### src/rtl/core/ptshift_pkg.sv
package ptshift_pkg;

    localparam int unsigned COEF_W  = 32;
    localparam int unsigned DEG_W   = 4;
    localparam int unsigned CFG_A_W = 1;

    localparam logic [CFG_A_W-1:0] CFG_SHIFT_POINT = 1'b0;
    localparam logic [CFG_A_W-1:0] CFG_DEGREE      = 1'b1;

    typedef enum logic [2:0] {
        ST_IDLE,
        ST_TOP_RD,
        ST_TOP_LD,
        ST_MUL,
        ST_ADD,
        ST_OUT_RD,
        ST_OUT_LD,
        ST_OUT_WAIT
    } t_state;

    typedef struct packed {
        logic store;
        logic ld_top;
        logic mul;
        logic add;
        logic restart;
        logic ld_out;
        logic last;
    } t_cmd;

endpackage

### src/rtl/core/polynomial_taylor_shift.sv
// channel   | direction | tdata (low bit up)                          | tuser | tlast
// s_axis    | in        | coefficient[31:0]                           | -     | -
// m_axis    | out       | shifted_coefficient[31:0], power_index[35:32] | -   | last
// cfg       | in        | i_cfg_addr 0: shift_point, 1: degree          | -   | -
//
// loading takes one item per cycle while idle; the item that completes n+1 coefficients starts a run
// a run of degree n above zero loads the top coefficient, then steps through the coefficient ram
// with a multiply and an add per step on one shared 32x32 multiplier, then reads, loads and holds
// each of its n+1 results in turn; degree zero goes straight to its single result
// no item is taken while a run is busy; m_axis stalls simply extend the run
// synchronous active-low reset clears the load count, degree and shift point
module polynomial_taylor_shift #(
    parameter int unsigned MAX_COEFFICIENTS = 16
) (
    input  logic        i_clk,
    input  logic        i_rst_n,
    input  logic        i_cfg_we,
    input  logic [0:0]  i_cfg_addr,
    input  logic [31:0] i_cfg_data,
    input  logic        s_axis_tvalid,
    output logic        s_axis_tready,
    input  logic [31:0] s_axis_tdata,   // coefficient
    output logic        m_axis_tvalid,
    input  logic        m_axis_tready,
    output logic [39:0] m_axis_tdata,   // shifted_coefficient, power_index, zero pad
    output logic        m_axis_tlast
);

    localparam int unsigned IDX_W = $clog2(MAX_COEFFICIENTS);

    ptshift_pkg::t_cmd  w_cmd;
    logic [IDX_W-1:0]   w_waddr;
    logic [IDX_W-1:0]   w_raddr;
    logic [31:0]        w_shifted;
    logic [3:0]         w_power;

    ptshift_ctrl #(
        .MAX_COEFFICIENTS (MAX_COEFFICIENTS)
    ) u_ctrl (
        .i_clk       (i_clk),
        .i_rst_n     (i_rst_n),
        .i_cfg_we    (i_cfg_we),
        .i_cfg_addr  (i_cfg_addr),
        .i_cfg_data  (i_cfg_data),
        .i_in_valid  (s_axis_tvalid),
        .o_in_ready  (s_axis_tready),
        .o_out_valid (m_axis_tvalid),
        .i_out_ready (m_axis_tready),
        .o_cmd       (w_cmd),
        .o_waddr     (w_waddr),
        .o_raddr     (w_raddr)
    );

    ptshift_dp #(
        .MAX_COEFFICIENTS (MAX_COEFFICIENTS)
    ) u_dp (
        .i_clk      (i_clk),
        .i_rst_n    (i_rst_n),
        .i_cfg_we   (i_cfg_we),
        .i_cfg_addr (i_cfg_addr),
        .i_cfg_data (i_cfg_data),
        .i_cmd      (w_cmd),
        .i_waddr    (w_waddr),
        .i_raddr    (w_raddr),
        .i_coef     (s_axis_tdata),
        .o_shifted  (w_shifted),
        .o_power    (w_power),
        .o_last     (m_axis_tlast)
    );

    assign m_axis_tdata = {4'b0000, w_power, w_shifted};

endmodule

### src/rtl/core/ptshift_ram.sv
module ptshift_ram #(
    parameter int unsigned WIDTH = 32,
    parameter int unsigned DEPTH = 16
) (
    input  logic                     i_clk,
    input  logic                     i_we,
    input  logic [$clog2(DEPTH)-1:0] i_waddr,
    input  logic [WIDTH-1:0]         i_wdata,
    input  logic [$clog2(DEPTH)-1:0] i_raddr,
    output logic [WIDTH-1:0]         o_rdata
);

    logic [WIDTH-1:0] r_mem [DEPTH];
    logic [WIDTH-1:0] r_rdata;

    always_ff @(posedge i_clk) begin
        if (i_we) begin
            r_mem[i_waddr] <= i_wdata;
        end
        r_rdata <= r_mem[i_raddr];
    end

    assign o_rdata = r_rdata;

endmodule

### src/rtl/core/ptshift_dp.sv
module ptshift_dp #(
    parameter int unsigned MAX_COEFFICIENTS = 16
) (
    input  logic                                i_clk,
    input  logic                                i_rst_n,
    input  logic                                i_cfg_we,
    input  logic [ptshift_pkg::CFG_A_W-1:0]     i_cfg_addr,
    input  logic [ptshift_pkg::COEF_W-1:0]      i_cfg_data,
    input  ptshift_pkg::t_cmd                   i_cmd,
    input  logic [$clog2(MAX_COEFFICIENTS)-1:0] i_waddr,
    input  logic [$clog2(MAX_COEFFICIENTS)-1:0] i_raddr,
    input  logic [ptshift_pkg::COEF_W-1:0]      i_coef,
    output logic [ptshift_pkg::COEF_W-1:0]      o_shifted,
    output logic [ptshift_pkg::DEG_W-1:0]       o_power,
    output logic                                o_last
);

    logic signed [31:0] r_shift_point;
    logic signed [31:0] r_top;
    logic signed [31:0] r_prev;
    logic signed [63:0] r_prod;
    logic        [31:0] r_out;
    logic        [3:0]  r_power;
    logic               r_last;

    logic               w_we;
    logic        [31:0] w_wdata;
    logic        [31:0] w_rdata;
    logic signed [48:0] w_sum_wide;
    logic signed [31:0] w_sum;

    ptshift_ram #(
        .WIDTH (ptshift_pkg::COEF_W),
        .DEPTH (MAX_COEFFICIENTS)
    ) u_store (
        .i_clk   (i_clk),
        .i_we    (w_we),
        .i_waddr (i_waddr),
        .i_wdata (w_wdata),
        .i_raddr (i_raddr),
        .o_rdata (w_rdata)
    );

    // the q32.32 product floored to 16 fraction bits is its top 48 bits
    assign w_sum_wide = {{17{w_rdata[31]}}, w_rdata} + {r_prod[63], r_prod[63:16]};

    always_comb begin
        if (w_sum_wide[48:31] == {18{1'b0}} || w_sum_wide[48:31] == {18{1'b1}}) begin
            w_sum = w_sum_wide[31:0];
        end else if (w_sum_wide[48]) begin
            w_sum = 32'sh8000_0000;
        end else begin
            w_sum = 32'sh7fff_ffff;
        end
    end

    assign w_we    = i_cmd.store | i_cmd.add;
    assign w_wdata = i_cmd.store ? i_coef : w_sum;

    always_ff @(posedge i_clk) begin
        if (!i_rst_n) begin
            r_shift_point <= '0;
        end else if (i_cfg_we && i_cfg_addr == ptshift_pkg::CFG_SHIFT_POINT) begin
            r_shift_point <= i_cfg_data;
        end
    end

    always_ff @(posedge i_clk) begin
        if (i_cmd.ld_top) begin
            r_top  <= w_rdata;
            r_prev <= w_rdata;
        end else if (i_cmd.add) begin
            r_prev <= i_cmd.restart ? r_top : w_sum;
        end
        if (i_cmd.mul) begin
            r_prod <= r_shift_point * r_prev;
        end
        if (i_cmd.ld_out) begin
            r_out   <= w_rdata;
            r_power <= 4'(i_raddr);
            r_last  <= i_cmd.last;
        end
    end

    assign o_shifted = r_out;
    assign o_power   = r_power;
    assign o_last    = r_last;

endmodule

### src/rtl/core/ptshift_ctrl.sv
module ptshift_ctrl #(
    parameter int unsigned MAX_COEFFICIENTS = 16
) (
    input  logic                                i_clk,
    input  logic                                i_rst_n,
    input  logic                                i_cfg_we,
    input  logic [ptshift_pkg::CFG_A_W-1:0]     i_cfg_addr,
    input  logic [ptshift_pkg::COEF_W-1:0]      i_cfg_data,
    input  logic                                i_in_valid,
    output logic                                o_in_ready,
    output logic                                o_out_valid,
    input  logic                                i_out_ready,
    output ptshift_pkg::t_cmd                   o_cmd,
    output logic [$clog2(MAX_COEFFICIENTS)-1:0] o_waddr,
    output logic [$clog2(MAX_COEFFICIENTS)-1:0] o_raddr
);

    localparam int unsigned IDX_W = $clog2(MAX_COEFFICIENTS);

    ptshift_pkg::t_state r_state, n_state;
    logic [3:0]       r_degree;
    logic [IDX_W-1:0] r_n,   n_n;
    logic [IDX_W-1:0] r_cnt, n_cnt;
    logic [IDX_W-1:0] r_i,   n_i;
    logic [IDX_W-1:0] r_k,   n_k;
    logic [IDX_W-1:0] r_j,   n_j;
    logic [IDX_W-1:0] w_n_cur;

    // degree clamped to the store size
    assign w_n_cur = (32'(r_degree) > 32'(MAX_COEFFICIENTS - 1))
                   ? IDX_W'(MAX_COEFFICIENTS - 1) : IDX_W'(r_degree);

    always_ff @(posedge i_clk) begin
        if (!i_rst_n) begin
            r_state  <= ptshift_pkg::ST_IDLE;
            r_degree <= '0;
            r_n      <= '0;
            r_cnt    <= '0;
            r_i      <= '0;
            r_k      <= '0;
            r_j      <= '0;
        end else begin
            r_state <= n_state;
            r_n     <= n_n;
            r_cnt   <= n_cnt;
            r_i     <= n_i;
            r_k     <= n_k;
            r_j     <= n_j;
            if (i_cfg_we && i_cfg_addr == ptshift_pkg::CFG_DEGREE) begin
                r_degree <= i_cfg_data[3:0];
            end
        end
    end

    always_comb begin
        n_state     = r_state;
        n_n         = r_n;
        n_cnt       = r_cnt;
        n_i         = r_i;
        n_k         = r_k;
        n_j         = r_j;
        o_cmd       = '0;
        o_in_ready  = 1'b0;
        o_out_valid = 1'b0;
        o_waddr     = r_cnt;
        o_raddr     = r_j;
        case (r_state)
            ptshift_pkg::ST_IDLE: begin
                o_in_ready = 1'b1;
                if (i_in_valid) begin
                    o_cmd.store = 1'b1;
                    if (r_cnt >= w_n_cur) begin
                        n_cnt   = '0;
                        n_n     = w_n_cur;
                        n_j     = '0;
                        n_state = (w_n_cur == '0) ? ptshift_pkg::ST_OUT_RD
                                                  : ptshift_pkg::ST_TOP_RD;
                    end else begin
                        n_cnt = r_cnt + 1'b1;
                    end
                end
            end
            ptshift_pkg::ST_TOP_RD: begin
                o_raddr = r_n;
                n_state = ptshift_pkg::ST_TOP_LD;
            end
            ptshift_pkg::ST_TOP_LD: begin
                o_cmd.ld_top = 1'b1;
                n_i          = '0;
                n_k          = r_n - 1'b1;
                n_state      = ptshift_pkg::ST_MUL;
            end
            ptshift_pkg::ST_MUL: begin
                o_raddr   = r_k;
                o_cmd.mul = 1'b1;
                n_state   = ptshift_pkg::ST_ADD;
            end
            ptshift_pkg::ST_ADD: begin
                o_raddr       = r_k;
                o_waddr       = r_k;
                o_cmd.add     = 1'b1;
                o_cmd.restart = (r_k == r_i);
                if (r_k == r_i) begin
                    if (r_i == r_n - 1'b1) begin
                        n_state = ptshift_pkg::ST_OUT_RD;
                    end else begin
                        n_i     = r_i + 1'b1;
                        n_k     = r_n - 1'b1;
                        n_state = ptshift_pkg::ST_MUL;
                    end
                end else begin
                    n_k     = r_k - 1'b1;
                    n_state = ptshift_pkg::ST_MUL;
                end
            end
            ptshift_pkg::ST_OUT_RD: begin
                n_state = ptshift_pkg::ST_OUT_LD;
            end
            ptshift_pkg::ST_OUT_LD: begin
                o_cmd.ld_out = 1'b1;
                o_cmd.last   = (r_j == r_n);
                n_state      = ptshift_pkg::ST_OUT_WAIT;
            end
            ptshift_pkg::ST_OUT_WAIT: begin
                o_out_valid = 1'b1;
                if (i_out_ready) begin
                    if (r_j == r_n) begin
                        n_state = ptshift_pkg::ST_IDLE;
                    end else begin
                        n_j     = r_j + 1'b1;
                        n_state = ptshift_pkg::ST_OUT_RD;
                    end
                end
            end
            default: begin
                n_state = ptshift_pkg::ST_IDLE;
            end
        endcase
    end

endmodule

### config.mk
export PLATFORM = sky130hd
export DESIGN_NAME = polynomial_taylor_shift
export DESIGN_NICKNAME = d
export VERILOG_FILES = /design/src/rtl/core/ptshift_pkg.sv /design/src/rtl/core/polynomial_taylor_shift.sv /design/src/rtl/core/ptshift_ram.sv /design/src/rtl/core/ptshift_dp.sv /design/src/rtl/core/ptshift_ctrl.sv
export SDC_FILE = /design/constraint.sdc
export NUM_CORES = 2
export LEC_CHECK = 0
export BUFFER_PORTS_ARGS = -buffer_cell sky130_fd_sc_hd__buf_2
export CAP_MARGIN = 20
export CORE_MARGIN = 10
export CORE_UTILIZATION = 40
export CTS_CLUSTER_DIAMETER = 120
export CTS_CLUSTER_SIZE = 25
export DETAILED_ROUTE_END_ITERATION = 8
export GPL_ROUTABILITY_DRIVEN = 0
export HOLD_SLACK_MARGIN = 0.12
export SYNTH_ARGS = -nofsm -noshare
export SYNTH_HDL_FRONTEND = slang
export SYNTH_SLANG_ARGS = --single-unit
### constraint.sdc
create_clock -name i_clk -period 19.34 [get_ports i_clk]
set_input_delay 0.967 -clock i_clk [delete_from_list [all_inputs] [get_ports i_clk]]
set_output_delay 0.967 -clock i_clk [all_outputs]
set_load 0.1 [all_outputs]
# After elaboration in Yosys (flattened, before gate mapping)
# Memory sizes are Yosys's and may differ from the RTL's. A register that Yosys moved wholly into a read port is not among the register bits.
# Cells that the tools add are included.
totals:
  mem_count: 1
  mem_bits_rw: 512
  out_inout_bits: 43
  in_bits: 70
  mem_bits_ro: 0
  regBits: 224
  latchBits: 0
classes:
  reduce_logical: 16
  magnitude_cmp: 1
  multipliers: 1
  shift: 0
  n_eq_ne: 18
  div_mod_pow: 0
  add_sub_neg: 6
  n_mux: 38
  bitwise: 2
mem_list:
  columns: ["name", "depth", "word_bits", "read_ports", "rd_clocked_by_memory_dff", "write_ports", "line", "rtl"]
  rows:
  - ["u_dp.u_store.r_mem", 16, 32, 1, 1, 1, "ptshift_ram.sv:13", "logic [WIDTH-1:0] r_mem [DEPTH];"]
ops:
  columns: ["op", "count"]
  rows:
  - ["$mux W32", 6]
  - ["$mul A32 B32 Y64", 1]
  - ["$add A32 B48 Y49", 1]
  - ["$mux W4", 10]
  - ["$pmux W4 S2", 4]
  - ["$pmux W3 S8", 1]
  - ["$mux W3", 7]
  - ["$eq A18 B18 Y1 const B", 1]
  - ["$logic_not A18 Y1", 1]
  - ["$add A4 B1 Y4 const B", 3]
  - ["$eq A3 B3 Y1 const B", 4]
  - ["$eq A4 B4 Y1", 3]
  - ["$reduce_and A3 Y1", 3]
  - ["$mux W1", 8]
  - ["$ne A2 B2 Y1 const B", 4]
  - ["$sub A4 B1 Y4 const B", 2]
  - ["$eq A3 B2 Y1 const B", 2]
  - ["$reduce_bool A2 Y1", 3]
  - ["$reduce_and A5 Y1", 1]
  - ["$ge A4 B4 Y1", 1]
  - ["$logic_not A4 Y1", 1]
  - ["$mux W2", 2]
  - ["$ne A2 B1 Y1 const B", 2]
  - ["$reduce_and A2 Y1", 2]
  - ["8 further kinds", 9]

# Depth between registers and ports, before layout
depth:
  depth_word: 7
  ltp_mapped: 32
  mapped_depth_nobuf: 31

# Modules after synthesis
# From an unflattened synthesis, not the netlist that was laid out.
unflattened:
  cells_unflattened: 5766
  hier_area_um2: 67033.0
modules_own_cells:
  columns: ["mod", "cells_per_inst", "area_each_um2", "instances"]
  rows:
  - ["ptshift_dp", 4672, 45252.2, 1]
  - ["ptshift_ram", 838, 19835.3, 1]
  - ["ptshift_ctrl", 251, 1911.8, 1]
  - ["polynomial_taylor_shift", 5, 33.8, 1]

# Worst setup path after synthesis
# OpenSTA, ideal clock, no wires.
synth_path:
  kind: "register -> register"
  start: "register u_dp.r_prev[2]"
  end: "register u_dp.r_prod[59], data pin"
  stages_incl_launch_ff: 25
  setup_time_ns: 0.258
  arrival_ns: 8.102
  t_required_ns: 19.082
  period_less_slack_ns: 8.359
  n_path_buf: 1
  path_slack_ns: 10.981
  cell_sequence: "edfxtp_1 -> clkbuf_1 -> nand2_1 -> inv_1 -> fa_1 -> fa_1 -> fa_1 -> fa_1 -> fa_1 -> fa_1 -> fa_1 -> fa_1 -> ha_1 -> a21o_1 -> a21o_1 -> a21oi_1 -> or4b_2 -> o21a_1 -> nor2_1 -> o21ai_1 -> a21o_1 -> a31o_2 -> a221oi_1 -> o21ba_2 -> xnor2_1"
synth_via:
  elab_chain_cells: 1
synth_lines:
  columns: ["item", "line", "rtl"]
  rows:
  - ["start, declared", "ptshift_dp.sv:20", "logic signed [31:0] r_prev;"]
  - ["start signal, assigned", "ptshift_dp.sv:71", "r_prev <= w_rdata;"]
  - ["start signal, assigned", "ptshift_dp.sv:73", "r_prev <= i_cmd.restart ? r_top : w_sum;"]
  - ["$mul A32 B32 Y64", "ptshift_dp.sv:76", "r_prod <= r_shift_point * r_prev;"]
  - ["end signal, assigned", "ptshift_dp.sv:76", null]
  - ["end, declared", "ptshift_dp.sv:21", "logic signed [63:0] r_prod;"]
# Every way passes these cells.
# A chain may end at the register's enable or synchronous reset.

# Worst setup path in the final report
layout_path:
  start: "register u_dp.r_prev[11]"
  end: "register u_dp.r_prod[59], data pin"
# Same word-level chain as after synthesis.

==> reports/metrics.yaml <==
run_status: "complete, no violations"
ys_ff_latch: 752
max-cap-violations: 0
grt_antenna_before_repair: 5
cts_setup_buffers: 0
n_fill_cell: 15700
cts_made_buffers: 37
critPathMaxFanout: 22
rsz0062_at_grt: "no"
cp_slowest_cell: "edfxtp_1"
fin_crit_sh_pct: 47.6
cp_slowest_stage_delay_ns: 0.65
drt-pass1-iter-count: 8
drt_wl_total_mm: 173
die_area_um2: 186000
synthCells: 6127
ctsResizeCount: 0
nNetsFinal: 7446
die_x_um: 431
ys_seq_area_share_pct: 32.1
htree_num_levels: 2
via_per_inst: 5.17
syn_area_per_cell_um2: 11.0
drv_slew: 0
drc: 0
setup_tns_ns: 0
worstSetupStartpointType: "flop"
grt_pass1_vias: 45700
num_rows: 150
synth_warnings: 0
cts_root_buf: "clkbuf_16"
core_um2: 168000
cts.sinks: 752
dpl.hpwl_mm: 125
antenna_left: 0
via_count: 42900
ys_types: 75
final_common_cell: "fa_1"
min_path_type: "reg2reg"
skew_ns: 0.0678
cp-end-kind: "flop"
setup_viol: 0
syn_area_um2: 67600
seq_area_um2: 21700
cp.arrival_ns: 9.61
ios: 113
grt_pass1_wl_mm: 273
fin_crit_ns: 9.21
clock_latency_ns: 0.65
track_usage_pct: 18.7
tritoncts: "built"
ctsHoldBuffers: 0
tightest_slew_ns: 1.09
path_clk_slew_ns: 0.10
maxSlewHeadroom_pct: 27.4
grt_max_degree: 177
layout_common_cells: "1,082 x fa_1, 1,029 x inv_1, 669 x nand2_1, 661 x edfxtp_1, 526 x and2_1"
final_hold_viol_count: 0
areaGrowthSynthToFinish_pct: 6.72
ys.flop_type: "edfxtp_1"
critPathKind: "reg2reg"
drive_gt1_share_pct: 6.15
grt-ovfl-total: 0
async_flop_share_pct: 0
fmax_ghz: 0.109
required_ns: 19.74
synth_edf_count: 661
multi_input_area_um2: 41100
max-clock-path-buffers: 3
routedWlPerCell_um: 20.9
drt_iter0_markers: 2826
fp.dieH_um: 431
initial_core_util_pct: 40.3
port_buffers: 108
cpMostUsedCell: "fa_1"
==> path summary, 6_finish.rpt <==
kind                                from                      to  slack [ns]  cells after the start
hold reg to reg   u_dp.r_shift_point[24]  u_dp.r_shift_point[24]        0.49                      2
hold / removal    u_dp.r_shift_point[24]  u_dp.r_shift_point[24]        0.49                      2
setup / recovery         u_dp.r_prev[11]         u_dp.r_prod[59]       10.13                     29
setup reg to reg         u_dp.r_prev[11]         u_dp.r_prod[59]       10.13                     29
==> area by class of cell <==
type	count	share of cell area [%]
Antenna cell	5	0.0174
Clock inverter	8	0.170
Tap cell	2204	3.82
Inverter	1029	5.36
Sequential cell	752	30.1
Clock buffer	60	1.42
Multi-Input combinational cell	4004	57.0
Timing Repair Buffer	233	2.19
==> kinds of logic after synthesis <==
family | after synthesis | synth area share (%)
AOI/OAI and AO/OA | 795 | 7.99
xor gates and xnor gates | 125 | 1.62
adders and majority gates | 1319 | 36.5
buffers and inverters | 1374 | 7.71
DFF | 752 | 32.1
muxes | 137 | 2.03
other | 1 | 0.00555
and+or+nand+nor | 1624 | 12.1
==> per-stage QoR <==
step / util (%) / worst slack, ns / hold slack, ns / cells / instance area (um^2)
2_1_floorplan: - / 10.98 / 0.454 / 6130 / 67600
3_3_place_gp: 42.2 / 9.94 / 0.477 / 8204 / 70700
3_5_place_dp: 42.2 / 9.87 / 0.485 / 8207 / 70800
4_1_cts: 42.9 / 9.87 / 0.498 / 8275 / 71900
5_1_grt: 43.0 / 9.54 / 0.532 / 8294 / 72100
6_report: 43.0 / 10.13 / 0.494 / 8295 / 72100
==> registers in the layout, summed over array words and instances (netlist names) <==
register              flops
u_ctrl.r_cnt              4
u_ctrl.r_degree           4
u_ctrl.r_i                4
u_ctrl.r_j                4
u_ctrl.r_k                4
u_ctrl.r_n                4
u_ctrl.r_state            3
u_dp.o_last               1
u_dp.o_power              4
u_dp.o_shifted           32
u_dp.r_prev              32
u_dp.r_prod              48
u_dp.r_shift_point       32
u_dp.r_top               32
u_dp.u_store.o_rdata     32
u_dp.u_store.r_mem      512
==> Yosys cell counts (all sizes together) (16+ instances only) <==
master,n,area (um^2)
nor3,19,95.1
xor2,50,438
and2,527,3300
inv,1029,3860
a211oi,254,2040
o22ai,32,200
a21boi,40,300
ha,237,2970
mux2i,136,1360
a21o,37,278
o311ai,29,254
nor2b,156,976
buf,26,151
nor2,132,495
nand4,22,138
clkbuf,319,1200
edfxtp,661,19800
o21a,16,120
fa,1082,21700
nand3,26,135
nand2,669,2510
nand2b,21,131
o21ai,69,349
a21oi,244,1240
dfxtp,91,1820
xnor2,75,657
==> critical path, delay by kind of cell, from the launching register on <==
kind / cells / cell delay [ns]
compound gates: 10 / 2.57
fa+ha+maj: 9 / 4.41
simple gates: 4 / 0.81
flops: 1 / 0.65
xor+xnor: 1 / 0.06
buf+inv: 5 / 0.48
==> routing by layer <==
metal	track usage [%]	up-vias	share of wire (%)
met1	24.5	22300	42
met5	0	-	0
met2	32.1	933	50
met3	1.77	251	4.3
li1	-	19400	-
met4	6.96	0	4.0
Power is left out: the tool's default activity adds up to more than one toggle a clock period on the data nets, which glitch-free logic cannot reach.
